[src/sv/scan_cluster_midpoint_obstacles_macros.svh]
// Assertion helpers; the using module provides clk and rst_n.
`ifndef SCAN_CLUSTER_MIDPOINT_OBSTACLES_MACROS_SVH
`define SCAN_CLUSTER_MIDPOINT_OBSTACLES_MACROS_SVH

// same-cycle implication
`define SCM_ASSERT_IMP(name, pre, post) \
  name: assert property (@(posedge clk) disable iff (!rst_n) (pre) |-> (post)) \
    else $error("scm assertion failed");

// next-cycle implication
`define SCM_ASSERT_NXT(name, pre, post) \
  name: assert property (@(posedge clk) disable iff (!rst_n) (pre) |=> (post)) \
    else $error("scm assertion failed");

`endif

[src/sv/scm_pkg.sv]
package scm_pkg;

  localparam int MAX_SAMPLES  = 4096;
  localparam int CORDIC_STEPS = 16;
  localparam int SCNT_W       = $clog2(MAX_SAMPLES) + 1;
  localparam int ITER_W       = $clog2(CORDIC_STEPS);

  localparam int RANGE_W = 16;
  localparam int IDX_W   = 12;
  localparam int LEN_W   = 13;
  localparam int COORD_W = 17;
  localparam int XW      = 35;  // CORDIC x/y
  localparam int ZW      = 34;  // CORDIC residual angle
  localparam int PW      = 36;  // scaled point
  localparam int ATAN_W  = 30;

  localparam logic [29:0] INV_GAIN_Q30 = 30'd652032874;
  localparam int          COORD_LIMIT  = 65535;

  localparam logic [15:0] JOIN_RST    = 16'd100;
  localparam logic [12:0] MIN_LEN_RST = 13'd15;
  localparam logic [12:0] MAX_LEN_RST = 13'd100;

  localparam logic [2:0] CFG_JOIN      = 3'd0;
  localparam logic [2:0] CFG_START_ANG = 3'd1;
  localparam logic [2:0] CFG_ANG_STEP  = 3'd2;
  localparam logic [2:0] CFG_MIN_LEN   = 3'd3;
  localparam logic [2:0] CFG_MAX_LEN   = 3'd4;

  typedef enum logic [2:0] {
    S_IDLE,
    S_ANGLE,
    S_INIT,
    S_ROT,
    S_MUL,
    S_FIN
  } state_t;

  typedef struct packed {
    logic              accept;
    logic              ang_load;
    logic              rot_init;
    logic              rot_step;
    logic              mul_en;
    logic [1:0]        mul_k;
    logic [ITER_W-1:0] iter;
    logic              pt;
    logic              out_load;
  } cmd_t;

  typedef struct packed {
    logic report;
    logic out_free;
  } status_t;

  // atan(2^-i) in binary angle units
  function automatic logic [ATAN_W-1:0] atan_of(input logic [4:0] i);
    logic [ATAN_W-1:0] v;
    case (i)
      5'd0:    v = 30'h20000000;
      5'd1:    v = 30'h12E4051E;
      5'd2:    v = 30'h09FB385B;
      5'd3:    v = 30'h051111D4;
      5'd4:    v = 30'h028B0D43;
      5'd5:    v = 30'h0145D7E1;
      5'd6:    v = 30'h00A2F61E;
      5'd7:    v = 30'h00517C55;
      5'd8:    v = 30'h0028BE53;
      5'd9:    v = 30'h00145F2F;
      5'd10:   v = 30'h000A2F98;
      5'd11:   v = 30'h000517CC;
      5'd12:   v = 30'h00028BE6;
      5'd13:   v = 30'h000145F3;
      5'd14:   v = 30'h0000A2FA;
      5'd15:   v = 30'h0000517D;
      5'd16:   v = 30'h000028BE;
      5'd17:   v = 30'h0000145F;
      5'd18:   v = 30'h00000A30;
      5'd19:   v = 30'h00000518;
      5'd20:   v = 30'h0000028C;
      5'd21:   v = 30'h00000146;
      5'd22:   v = 30'h000000A3;
      5'd23:   v = 30'h00000051;
      default: v = '0;
    endcase
    return v;
  endfunction

endpackage

[src/sv/scm_if.sv]
interface scm_in_if;
  logic        valid;
  logic        ready;
  logic [15:0] range_mm;
  logic        scan_end;
  modport source (output valid, range_mm, scan_end, input ready);
  modport sink (input valid, range_mm, scan_end, output ready);
endinterface

interface scm_out_if;
  logic               valid;
  logic               ready;
  logic signed [16:0] obstacle_x;
  logic signed [16:0] obstacle_y;
  logic        [11:0] cluster_number;
  modport source (output valid, obstacle_x, obstacle_y, cluster_number, input ready);
  modport sink (input valid, obstacle_x, obstacle_y, cluster_number, output ready);
endinterface

[src/sv/scm_ctrl.sv]
`include "scan_cluster_midpoint_obstacles_macros.svh"

module scm_ctrl (
  input  logic             clk,
  input  logic             rst_n,
  input  logic             in_valid,
  output logic             in_ready,
  input  scm_pkg::status_t st,
  output scm_pkg::cmd_t    cmd
);

  localparam logic [scm_pkg::ITER_W-1:0] LAST = scm_pkg::ITER_W'(scm_pkg::CORDIC_STEPS - 1);

  scm_pkg::state_t state_r, state_nxt;
  logic [scm_pkg::ITER_W-1:0] iter_r, iter_nxt;
  logic [1:0] mul_r, mul_nxt;
  logic pt_r, pt_nxt;
  logic in_fire;

  assign in_ready = (state_r == scm_pkg::S_IDLE);
  assign in_fire  = in_valid && in_ready;

  always_ff @(posedge clk) begin
    if (!rst_n) begin
      state_r <= scm_pkg::S_IDLE;
      iter_r  <= '0;
      mul_r   <= '0;
      pt_r    <= 1'b0;
    end else begin
      state_r <= state_nxt;
      iter_r  <= iter_nxt;
      mul_r   <= mul_nxt;
      pt_r    <= pt_nxt;
    end
  end

  always_comb begin
    state_nxt = state_r;
    iter_nxt  = iter_r;
    mul_nxt   = mul_r;
    pt_nxt    = pt_r;
    case (state_r)
      scm_pkg::S_IDLE: begin
        if (in_fire && st.report) begin
          state_nxt = scm_pkg::S_ANGLE;
          pt_nxt    = 1'b0;
        end
      end
      scm_pkg::S_ANGLE: state_nxt = scm_pkg::S_INIT;
      scm_pkg::S_INIT: begin
        state_nxt = scm_pkg::S_ROT;
        iter_nxt  = '0;
      end
      scm_pkg::S_ROT: begin
        if (iter_r == LAST) begin
          state_nxt = scm_pkg::S_MUL;
          mul_nxt   = '0;
        end else begin
          iter_nxt = iter_r + 1'b1;
        end
      end
      scm_pkg::S_MUL: begin
        if (mul_r == 2'd3) begin
          if (pt_r) begin
            state_nxt = scm_pkg::S_FIN;
          end else begin
            pt_nxt    = 1'b1;
            state_nxt = scm_pkg::S_ANGLE;
          end
        end else begin
          mul_nxt = mul_r + 1'b1;
        end
      end
      scm_pkg::S_FIN: begin
        if (st.out_free) state_nxt = scm_pkg::S_IDLE;
      end
      default: state_nxt = scm_pkg::S_IDLE;
    endcase
  end

  always_comb begin
    cmd          = '0;
    cmd.accept   = in_fire;
    cmd.ang_load = (state_r == scm_pkg::S_ANGLE);
    cmd.rot_init = (state_r == scm_pkg::S_INIT);
    cmd.rot_step = (state_r == scm_pkg::S_ROT);
    cmd.mul_en   = (state_r == scm_pkg::S_MUL);
    cmd.mul_k    = mul_r;
    cmd.iter     = iter_r;
    cmd.pt       = pt_r;
    cmd.out_load = (state_r == scm_pkg::S_FIN) && st.out_free;
  end

  `SCM_ASSERT_NXT(a_report_starts_job, in_fire && st.report, state_r == scm_pkg::S_ANGLE)
  `SCM_ASSERT_NXT(a_plain_beat_stays_idle, in_fire && !st.report, state_r == scm_pkg::S_IDLE)
  `SCM_ASSERT_NXT(a_rot_ends_in_mul, state_r == scm_pkg::S_ROT && iter_r == LAST, state_r == scm_pkg::S_MUL && mul_r == 2'd0)

endmodule

[src/sv/scm_dp.sv]
module scm_dp (
  input  logic             clk,
  input  logic             rst_n,
  input  logic             cfg_we,
  input  logic [2:0]       cfg_index,
  input  logic [31:0]      cfg_wdata,
  input  logic [15:0]      in_range_mm,
  input  logic             in_scan_end,
  input  logic             out_ready,
  output logic             out_valid,
  output logic [16:0]      out_x,
  output logic [16:0]      out_y,
  output logic [11:0]      out_num,
  input  scm_pkg::cmd_t    cmd,
  output scm_pkg::status_t st
);

  localparam int RW = scm_pkg::RANGE_W;
  localparam int IW = scm_pkg::IDX_W;
  localparam int LW = scm_pkg::LEN_W;
  localparam int XW = scm_pkg::XW;
  localparam int ZW = scm_pkg::ZW;
  localparam int PW = scm_pkg::PW;

  // configuration
  logic [15:0] join_r;
  logic [31:0] start_ang_r;
  logic [25:0] ang_step_r;
  logic [12:0] min_len_r, max_len_r;

  always_ff @(posedge clk) begin
    if (!rst_n) begin
      join_r      <= scm_pkg::JOIN_RST;
      start_ang_r <= '0;
      ang_step_r  <= '0;
      min_len_r   <= scm_pkg::MIN_LEN_RST;
      max_len_r   <= scm_pkg::MAX_LEN_RST;
    end else if (cfg_we) begin
      case (cfg_index)
        scm_pkg::CFG_JOIN:      join_r      <= cfg_wdata[15:0];
        scm_pkg::CFG_START_ANG: start_ang_r <= cfg_wdata;
        scm_pkg::CFG_ANG_STEP:  ang_step_r  <= cfg_wdata[25:0];
        scm_pkg::CFG_MIN_LEN:   min_len_r   <= cfg_wdata[12:0];
        scm_pkg::CFG_MAX_LEN:   max_len_r   <= cfg_wdata[12:0];
        default: ;
      endcase
    end
  end

  // cluster tracking
  logic                      open_r, open_nxt;
  logic [RW-1:0]             prev_r, prev_nxt, first_r, first_nxt;
  logic [IW-1:0]             fidx_r, fidx_nxt, closed_r, closed_nxt;
  logic [LW-1:0]             run_r, run_nxt;
  logic [scm_pkg::SCNT_W-1:0] scnt_r, scnt_nxt;
  logic [RW-1:0]             diff;
  logic                      report;

  always_comb begin
    open_nxt   = open_r;
    prev_nxt   = prev_r;
    first_nxt  = first_r;
    fidx_nxt   = fidx_r;
    closed_nxt = closed_r;
    run_nxt    = run_r;
    scnt_nxt   = scnt_r;
    report     = 1'b0;
    diff = (in_range_mm > prev_r) ? in_range_mm - prev_r : prev_r - in_range_mm;
    if (scnt_r < scm_pkg::SCNT_W'(scm_pkg::MAX_SAMPLES)) begin
      if (!open_r || diff > join_r) begin
        if (open_r) begin
          report = (prev_r <= in_range_mm) && (run_r >= min_len_r) && (run_r <= max_len_r);
          closed_nxt = closed_r + 1'b1;
        end
        open_nxt  = 1'b1;
        first_nxt = in_range_mm;
        prev_nxt  = in_range_mm;
        fidx_nxt  = IW'(scnt_r);
        run_nxt   = LW'(1);
      end else begin
        if (run_r != {LW{1'b1}}) run_nxt = run_r + 1'b1;
        prev_nxt = in_range_mm;
      end
      scnt_nxt = scnt_r + 1'b1;
    end
    if (in_scan_end) begin
      open_nxt   = 1'b0;
      prev_nxt   = '0;
      first_nxt  = '0;
      fidx_nxt   = '0;
      run_nxt    = '0;
      scnt_nxt   = '0;
      closed_nxt = '0;
    end
  end

  always_ff @(posedge clk) begin
    if (!rst_n) begin
      open_r   <= 1'b0;
      prev_r   <= '0;
      first_r  <= '0;
      fidx_r   <= '0;
      run_r    <= '0;
      scnt_r   <= '0;
      closed_r <= '0;
    end else if (cmd.accept) begin
      open_r   <= open_nxt;
      prev_r   <= prev_nxt;
      first_r  <= first_nxt;
      fidx_r   <= fidx_nxt;
      run_r    <= run_nxt;
      scnt_r   <= scnt_nxt;
      closed_r <= closed_nxt;
    end
  end

  // job capture for a reported cluster
  logic [RW-1:0] j_r0_r, j_r1_r;
  logic [IW-1:0] j_i0_r, j_i1_r, j_num_r;

  always_ff @(posedge clk) begin
    if (cmd.accept && report) begin
      j_r0_r  <= first_r;
      j_r1_r  <= prev_r;
      j_i0_r  <= fidx_r;
      j_i1_r  <= fidx_r + IW'(run_r - 1'b1);
      j_num_r <= closed_r;
    end
  end

  // sample angle
  logic signed [25:0]   step_s;
  logic signed [38:0]   ang_prod;
  logic [IW-1:0]        idx;
  logic [31:0]          ang_r;

  assign idx      = cmd.pt ? j_i1_r : j_i0_r;
  assign step_s   = ang_step_r;
  assign ang_prod = step_s * $signed({1'b0, idx});

  always_ff @(posedge clk) begin
    if (cmd.ang_load) ang_r <= start_ang_r + ang_prod[31:0];
  end

  // iterative CORDIC
  logic signed [XW-1:0] x_r, y_r, x0, dx, dy;
  logic signed [ZW-1:0] z_r, at;
  logic                 fold;
  logic [31:0]          ang_f;
  logic [RW-1:0]        rsel;

  assign rsel  = cmd.pt ? j_r1_r : j_r0_r;
  assign fold  = ang_r[31] ^ ang_r[30];
  assign ang_f = fold ? {~ang_r[31], ang_r[30:0]} : ang_r;
  assign x0    = $signed({3'b000, rsel, 16'h0000});
  assign dx    = y_r >>> cmd.iter;
  assign dy    = x_r >>> cmd.iter;
  assign at    = $signed({4'b0000, scm_pkg::atan_of(5'(cmd.iter))});

  always_ff @(posedge clk) begin
    if (cmd.rot_init) begin
      x_r <= fold ? -x0 : x0;
      y_r <= '0;
      z_r <= ZW'($signed(ang_f));
    end else if (cmd.rot_step) begin
      if (!z_r[ZW-1]) begin
        x_r <= x_r - dx;
        y_r <= y_r + dy;
        z_r <= z_r - at;
      end else begin
        x_r <= x_r + dx;
        y_r <= y_r - dy;
        z_r <= z_r + at;
      end
    end
  end

  // gain correction, one 18x31 product per cycle: low half then high half
  logic signed [XW-1:0] msrc;
  logic signed [17:0]   mop;
  logic signed [48:0]   mprod, acc_r;
  logic signed [65:0]   full;
  logic signed [PW-1:0] pres;
  logic signed [PW-1:0] xs_r, ys_r, xe_r, ye_r;

  assign msrc  = cmd.mul_k[1] ? y_r : x_r;
  assign mop   = cmd.mul_k[0] ? $signed(msrc[34:17]) : $signed({1'b0, msrc[16:0]});
  assign mprod = mop * $signed({1'b0, scm_pkg::INV_GAIN_Q30});
  assign full  = (66'(mprod) <<< 17) + 66'(acc_r);
  assign pres  = PW'(full >>> 30);

  always_ff @(posedge clk) begin
    if (cmd.mul_en) begin
      if (!cmd.mul_k[0]) begin
        acc_r <= mprod;
      end else begin
        case ({cmd.pt, cmd.mul_k[1]})
          2'b00:   xs_r <= pres;
          2'b01:   ys_r <= pres;
          2'b10:   xe_r <= pres;
          default: ye_r <= pres;
        endcase
      end
    end
  end

  // floored midpoint with saturation
  function automatic logic [16:0] mid(input logic signed [PW-1:0] a,
                                      input logic signed [PW-1:0] b);
    logic signed [PW:0]   s;
    logic signed [PW-17:0] m;
    logic [16:0]          v;
    s = (PW+1)'(a) + (PW+1)'(b);
    m = (PW-16)'(s >>> 17);
    if (m > (PW-16)'(scm_pkg::COORD_LIMIT)) v = 17'(scm_pkg::COORD_LIMIT);
    else if (m < -(PW-16)'(scm_pkg::COORD_LIMIT)) v = -17'(scm_pkg::COORD_LIMIT);
    else v = m[16:0];
    return v;
  endfunction

  logic out_valid_r;

  always_ff @(posedge clk) begin
    if (!rst_n) begin
      out_valid_r <= 1'b0;
    end else if (cmd.out_load) begin
      out_valid_r <= 1'b1;
    end else if (out_ready) begin
      out_valid_r <= 1'b0;
    end
  end

  always_ff @(posedge clk) begin
    if (cmd.out_load) begin
      out_x   <= mid(xs_r, xe_r);
      out_y   <= mid(ys_r, ye_r);
      out_num <= j_num_r;
    end
  end

  assign out_valid   = out_valid_r;
  assign st.report   = report;
  assign st.out_free = !out_valid_r || out_ready;

endmodule

[src/sv/scan_cluster_midpoint_obstacles.sv]
// Lidar scan segmenter: one range sample per input beat. A sample that neither closes a
// reportable cluster nor is refused leaves the block ready for the next sample. A sample
// that closes a cluster meeting the report rules starts a job during which input is held
// off, longer while the previous result still waits unaccepted: two polar-to-cartesian
// conversions on one iterative CORDIC unit, one micro-rotation per cycle, each followed by
// gain correction on a single 18x31 multiplier (low then high half of x, then of y), then
// a hand-off of the result to the output register. The result waits there, so the next
// sample is taken while it is still pending. Configuration writes take effect at once.
module scan_cluster_midpoint_obstacles (
  input  logic        clk,
  input  logic        rst_n,
  scm_in_if.sink      in_bus,
  scm_out_if.source   out_bus,
  input  logic        cfg_we,
  input  logic [2:0]  cfg_index,
  input  logic [31:0] cfg_wdata
);

  scm_pkg::cmd_t    cmd;
  scm_pkg::status_t st;
  logic [16:0]      ox, oy;

  scm_ctrl u_ctrl (
    .clk      (clk),
    .rst_n    (rst_n),
    .in_valid (in_bus.valid),
    .in_ready (in_bus.ready),
    .st       (st),
    .cmd      (cmd)
  );

  scm_dp u_dp (
    .clk         (clk),
    .rst_n       (rst_n),
    .cfg_we      (cfg_we),
    .cfg_index   (cfg_index),
    .cfg_wdata   (cfg_wdata),
    .in_range_mm (in_bus.range_mm),
    .in_scan_end (in_bus.scan_end),
    .out_ready   (out_bus.ready),
    .out_valid   (out_bus.valid),
    .out_x       (ox),
    .out_y       (oy),
    .out_num     (out_bus.cluster_number),
    .cmd         (cmd),
    .st          (st)
  );

  assign out_bus.obstacle_x = $signed(ox);
  assign out_bus.obstacle_y = $signed(oy);

endmodule

[src/flat_wrapper.sv]
// flat-port wrapper written by rule: the top's interface ports become plain ports
module scan_cluster_midpoint_obstacles_flat 
  (clk, rst_n, cfg_we, cfg_index, cfg_wdata, in_bus_valid, in_bus_range_mm, in_bus_scan_end, in_bus_ready, out_bus_valid, out_bus_obstacle_x, out_bus_obstacle_y, out_bus_cluster_number, out_bus_ready);
  scm_in_if in_bus_i ();
  scm_out_if out_bus_i ();
  input  logic clk;
  input  logic rst_n;
  input  logic cfg_we;
  input  logic [2:0] cfg_index;
  input  logic [31:0] cfg_wdata;
  input wire logic [$bits(in_bus_i.valid)-1:0] in_bus_valid;
  input wire logic [$bits(in_bus_i.range_mm)-1:0] in_bus_range_mm;
  input wire logic [$bits(in_bus_i.scan_end)-1:0] in_bus_scan_end;
  output wire logic [$bits(in_bus_i.ready)-1:0] in_bus_ready;
  output wire logic [$bits(out_bus_i.valid)-1:0] out_bus_valid;
  output wire logic [$bits(out_bus_i.obstacle_x)-1:0] out_bus_obstacle_x;
  output wire logic [$bits(out_bus_i.obstacle_y)-1:0] out_bus_obstacle_y;
  output wire logic [$bits(out_bus_i.cluster_number)-1:0] out_bus_cluster_number;
  input wire logic [$bits(out_bus_i.ready)-1:0] out_bus_ready;
  assign in_bus_i.valid = in_bus_valid;
  assign in_bus_i.range_mm = in_bus_range_mm;
  assign in_bus_i.scan_end = in_bus_scan_end;
  assign in_bus_ready = in_bus_i.ready;
  assign out_bus_valid = out_bus_i.valid;
  assign out_bus_obstacle_x = out_bus_i.obstacle_x;
  assign out_bus_obstacle_y = out_bus_i.obstacle_y;
  assign out_bus_cluster_number = out_bus_i.cluster_number;
  assign out_bus_i.ready = out_bus_ready;
  scan_cluster_midpoint_obstacles u_core (.clk(clk), .rst_n(rst_n), .in_bus(in_bus_i), .out_bus(out_bus_i), .cfg_we(cfg_we), .cfg_index(cfg_index), .cfg_wdata(cfg_wdata));
endmodule
[config.mk]
export PLATFORM = sky130hd
export DESIGN_NAME = scan_cluster_midpoint_obstacles_flat
export DESIGN_NICKNAME = d
export VERILOG_FILES = /design/src/sv/scm_pkg.sv /design/src/sv/scm_if.sv /design/src/sv/scm_ctrl.sv /design/src/sv/scm_dp.sv /design/src/sv/scan_cluster_midpoint_obstacles.sv /design/src/flat_wrapper.sv
export VERILOG_INCLUDE_DIRS = /design/src /design/src/sv
export SDC_FILE = /design/constraint.sdc
export NUM_CORES = 2
export LEC_CHECK = 0
export BUFFER_PORTS_ARGS = -buffer_cell sky130_fd_sc_hd__buf_2
export CAP_MARGIN = 20
export CORE_ASPECT_RATIO = 0.5
export CORE_MARGIN = 1
export CORE_UTILIZATION = 40
export DETAILED_ROUTE_END_ITERATION = 10
export GPL_TIMING_DRIVEN = 0
export SYNTH_ARGS = -nofsm -noshare
export SYNTH_HDL_FRONTEND = slang
export SYNTH_SLANG_ARGS = --single-unit
[constraint.sdc]
create_clock -name clk -period 16.9 [get_ports clk]
set_input_delay 1.69 -clock clk [delete_from_list [all_inputs] [get_ports clk]]
set_output_delay 1.69 -clock clk [all_outputs]
set_load 0.01 [all_outputs]
==> flow_summary.yaml <==
run_status:
  status: "finished clean"
power:
  power.internal_mw: 2.89
  power.density_nw_per_um2: 60.0
  p_seq_share_pct: 43.3
  leakage_nw: 28.6
  peakVddDrop_mv: 0.0564
  p_switching_mw: 1.10
  p_clk_share_pct: 40.8
  power_frac_comb_pct: 16.0
  power_mw: 3.98
  p_sw_share_pct: 27.5
yosys:
  synth.avg_cell_area_um2: 9.60
  yosys_warnings: 0
  synth_top_cell_area_share_pct: 19.3
  synth_flop_cell: "edfxtp_1"
  synth_top_area_cell: "edfxtp_1"
  ys_ff_latch: 649
  synth_edf_count: 390
  syn_area_um2: 60600
  synthArstFlopShare_pct: 0
  synthCells: 6311
  synth.area.top_cells: "edfxtp_1, fa_1, ha_1, dfxtp_1, inv_1"
  yosysSeqAreaShare_pct: 27.9
  ys_types: 94
  syn_nets: 7434
min_path:
  min-delay-start: "u_core.u_dp.j_num_r[10]"
  min_delay_path_depth: 0
  holdPathEnd: "u_core.u_dp.out_num[10]"
  hold_class: "reg2reg"
worst_setup_path:
  path_max_fanout: 10
  crit_required_ns: 17.23
  reg2reg_slack_ns: 5.64
  r2r-start: "u_core.u_ctrl.pt_r"
  worst-path-buf-inv: 10
  crit_family: "buffers and inverters"
  worst_path_largest_cell_delay_ns: 0.82
  critical_path_class: "reg2reg"
  crit_arrival_ns: 11.59
  end_kind: "flip-flop"
  timing.rr.end: "u_core.u_dp.ang_r[30]"
  cp_slowest_cell: "clkbuf_1"
  reg2reg_depth: 30
  start_kind: "flip-flop"
timing:
  setup_viol_count_final: 0
  tns_ns: 0
  finalHoldViolations: 0
  finalClockSkew_ns: 0.0482
  worst_slack_ns: 5.64
  max_freq_mhz: 88.8
  holdWs_ns: 0.419
  rsz0062_at_grt: "false"
  worstMarginPinSlew_ns: 1.16
  maxSlewViolCount: 0
  post-route-min-period_ns: 11.26
  slew_headroom_pct: 22.3
  fin_crit_sh_pct: 66.6
die:
  placementRows: 100
  die_x_um: 552
  io_pins: 105
  initial_core_util_pct: 40.5
  die_y_um: 277
  die_area_um2: 153000
  core_um2: 150000
placed_design:
  port_buffers: 103
  pre_cts_ws_ns: 5.81
  place_area_um2: 63900
  hpwl_mm: 139
  gp_congestion: 0.976
global_routing:
  antenna_found_initial: 18
  grt_use_total_pct: 22.3
  grt_first_pass_wirelength_mm: 266
  grt_pass1_vias: 45600
  grt_max_degree: 78
  overflow: 0
drt:
  drtIter0Drc: 3895
  viasPerCell: 5.42
  dr.pass1.iters: 6
  finalWirelength_mm: 173
  via_count: 46400
  wl_per_cell_um: 20.2
  drc: 0
  ant_nets: 0
clocking:
  cts_buffers: 69
  cts_setup_buffers: 0
  cts_num_sinks: 649
  htreeDepth: 3
  clock_latency_ns: 0.68
  cts_resized: 0
  cts-root-buf: "clkbuf_16"
  clk_pin_slew_ns: 0.06
  holdBufCountCts: 0
  clock_path_buffers: 3
  cts_tree: "done"
layout:
  fillers: 14500
  nNetsFinal: 7638
  final_area_um2: 66300
  drive_above_1_share_pct: 6.98
  syn_to_final_growth_pct: 9.52
job:
  drv_cap: 0
==> stage by stage <==
step           utilization [%]  cells
6_report                  44.4   8567
5_1_grt                   44.4   8564
4_1_cts                   44.3   8560
3_5_place_dp              42.8   8432
3_3_place_gp              42.5   8403
2_1_floorplan                -   6311
==> cell type report <==
class	count	area (µm²)	area share, %
repair buffers	133	841	1.27
flip-flops and latches	649	16900	25.5
diodes	6	15.0	0.0226
well taps	1989	2490	3.75
clock inverters	37	419	0.632
clock buffers	91	1950	2.94
plain buffers	229	951	1.43
inverters	817	3070	4.63
multi-input cells	4616	39700	59.8
==> metal layers <==
metal / routed length (µm) / up-vias / track usage (%)
met5: 70 / - / 0
met1: 76500 / 22600 / 29.9
met3: 11300 / 321 / 4.17
met4: 5860 / 12 / 7.25
met2: 79100 / 1336 / 36.2
li1: - / 22100 / -
==> state kept, by name, summed over array words and instances (netlist names), 16 cells and up <==
register                 cells
u_core.u_dp.ye_r            36
u_core.u_dp.ys_r            36
u_core.u_dp.acc_r           31
u_core.u_dp.j_r0_r          16
u_core.u_dp.first_r         16
u_core.u_dp.out_x           17
u_core.u_dp.y_r             35
u_core.u_dp.ang_r           32
u_core.u_dp.at              30
u_core.u_dp.z_r             34
u_core.u_dp.x_r             35
u_core.u_dp.j_r1_r          16
u_core.u_dp.start_ang_r     32
u_core.u_dp.prev_r          16
u_core.u_dp.join_r          16
u_core.u_dp.xs_r            36
u_core.u_dp.ang_step_r      26
u_core.u_dp.xe_r            36
u_core.u_dp.out_y           17
==> worst max-delay path by stage <==
stage,from,end,slack (ns),cells past startpoint
2_1_floorplan,in_bus_range_mm[0],u_core.u_dp.j_i0_r[0],3.30,25
6_report,u_core.u_ctrl.pt_r,u_core.u_dp.ang_r[30],5.64,30
3_3_place_gp,in_bus_range_mm[0],u_core.u_dp.j_i1_r[3],-1.12,26
5_1_grt,u_core.u_ctrl.mul_r[1],u_core.u_dp.ys_r[35],5.12,31
4_1_cts,u_core.u_ctrl.mul_r[1],u_core.u_dp.xe_r[34],5.76,31
3_5_place_dp,u_core.u_ctrl.mul_r[1],u_core.u_dp.ye_r[34],5.81,31
==> power by group through the flow <==
stage / clock network [mW] / registers, mW / logic [mW]
2_1_floorplan: 0 / 1.74 / 0.479
3_3_place_gp: 0 / 1.76 / 0.622
3_5_place_dp: 0 / 1.76 / 0.626
4_1_cts: 1.66 / 1.72 / 0.632
5_1_grt: 1.71 / 1.72 / 0.710
6_report: 1.62 / 1.72 / 0.637
==> cell usage after synthesis (all sizes together), types with 71 or more instances <==
cell type,n
nor2b,178
nor2,308
mux4,85
ha,593
a21oi,467
nand3,79
xor2,149
clkbuf,166
a31oi,71
dfxtp,259
o21ai,232
xnor2,240
fa,473
nand2,649
edfxtp,390
mux2i,81
a21o,174
inv,814
==> cell families after synthesis <==
family | share of synthesized area, %
buffers and inverters | 6.63
and+or+nand+nor | 12.6
adders and majority gates | 27.9
AOI/OAI and AO/OA | 14.0
DFF | 27.9
muxes | 5.39
xor gates and xnor gates | 5.62
==> layout by cell type, fill, tap and decap left out, types with 125 or more instances in the layout <==
cell type | synthesis | layout
o21ai_0 | 215 | 215
nor2_1 | 308 | 307
buf_2 | 21 | 125
a21o_1 | 174 | 174
nor2b_1 | 178 | 178
nand2_1 | 649 | 649
fa_1 | 473 | 473
xnor2_1 | 240 | 240
xor2_1 | 149 | 149
dfxtp_1 | 259 | 259
clkbuf_1 | 166 | 176
inv_1 | 810 | 810
ha_1 | 593 | 593
edfxtp_1 | 390 | 390
a21oi_1 | 467 | 467
No activity file was read; power rests on OpenSTA's default activity.
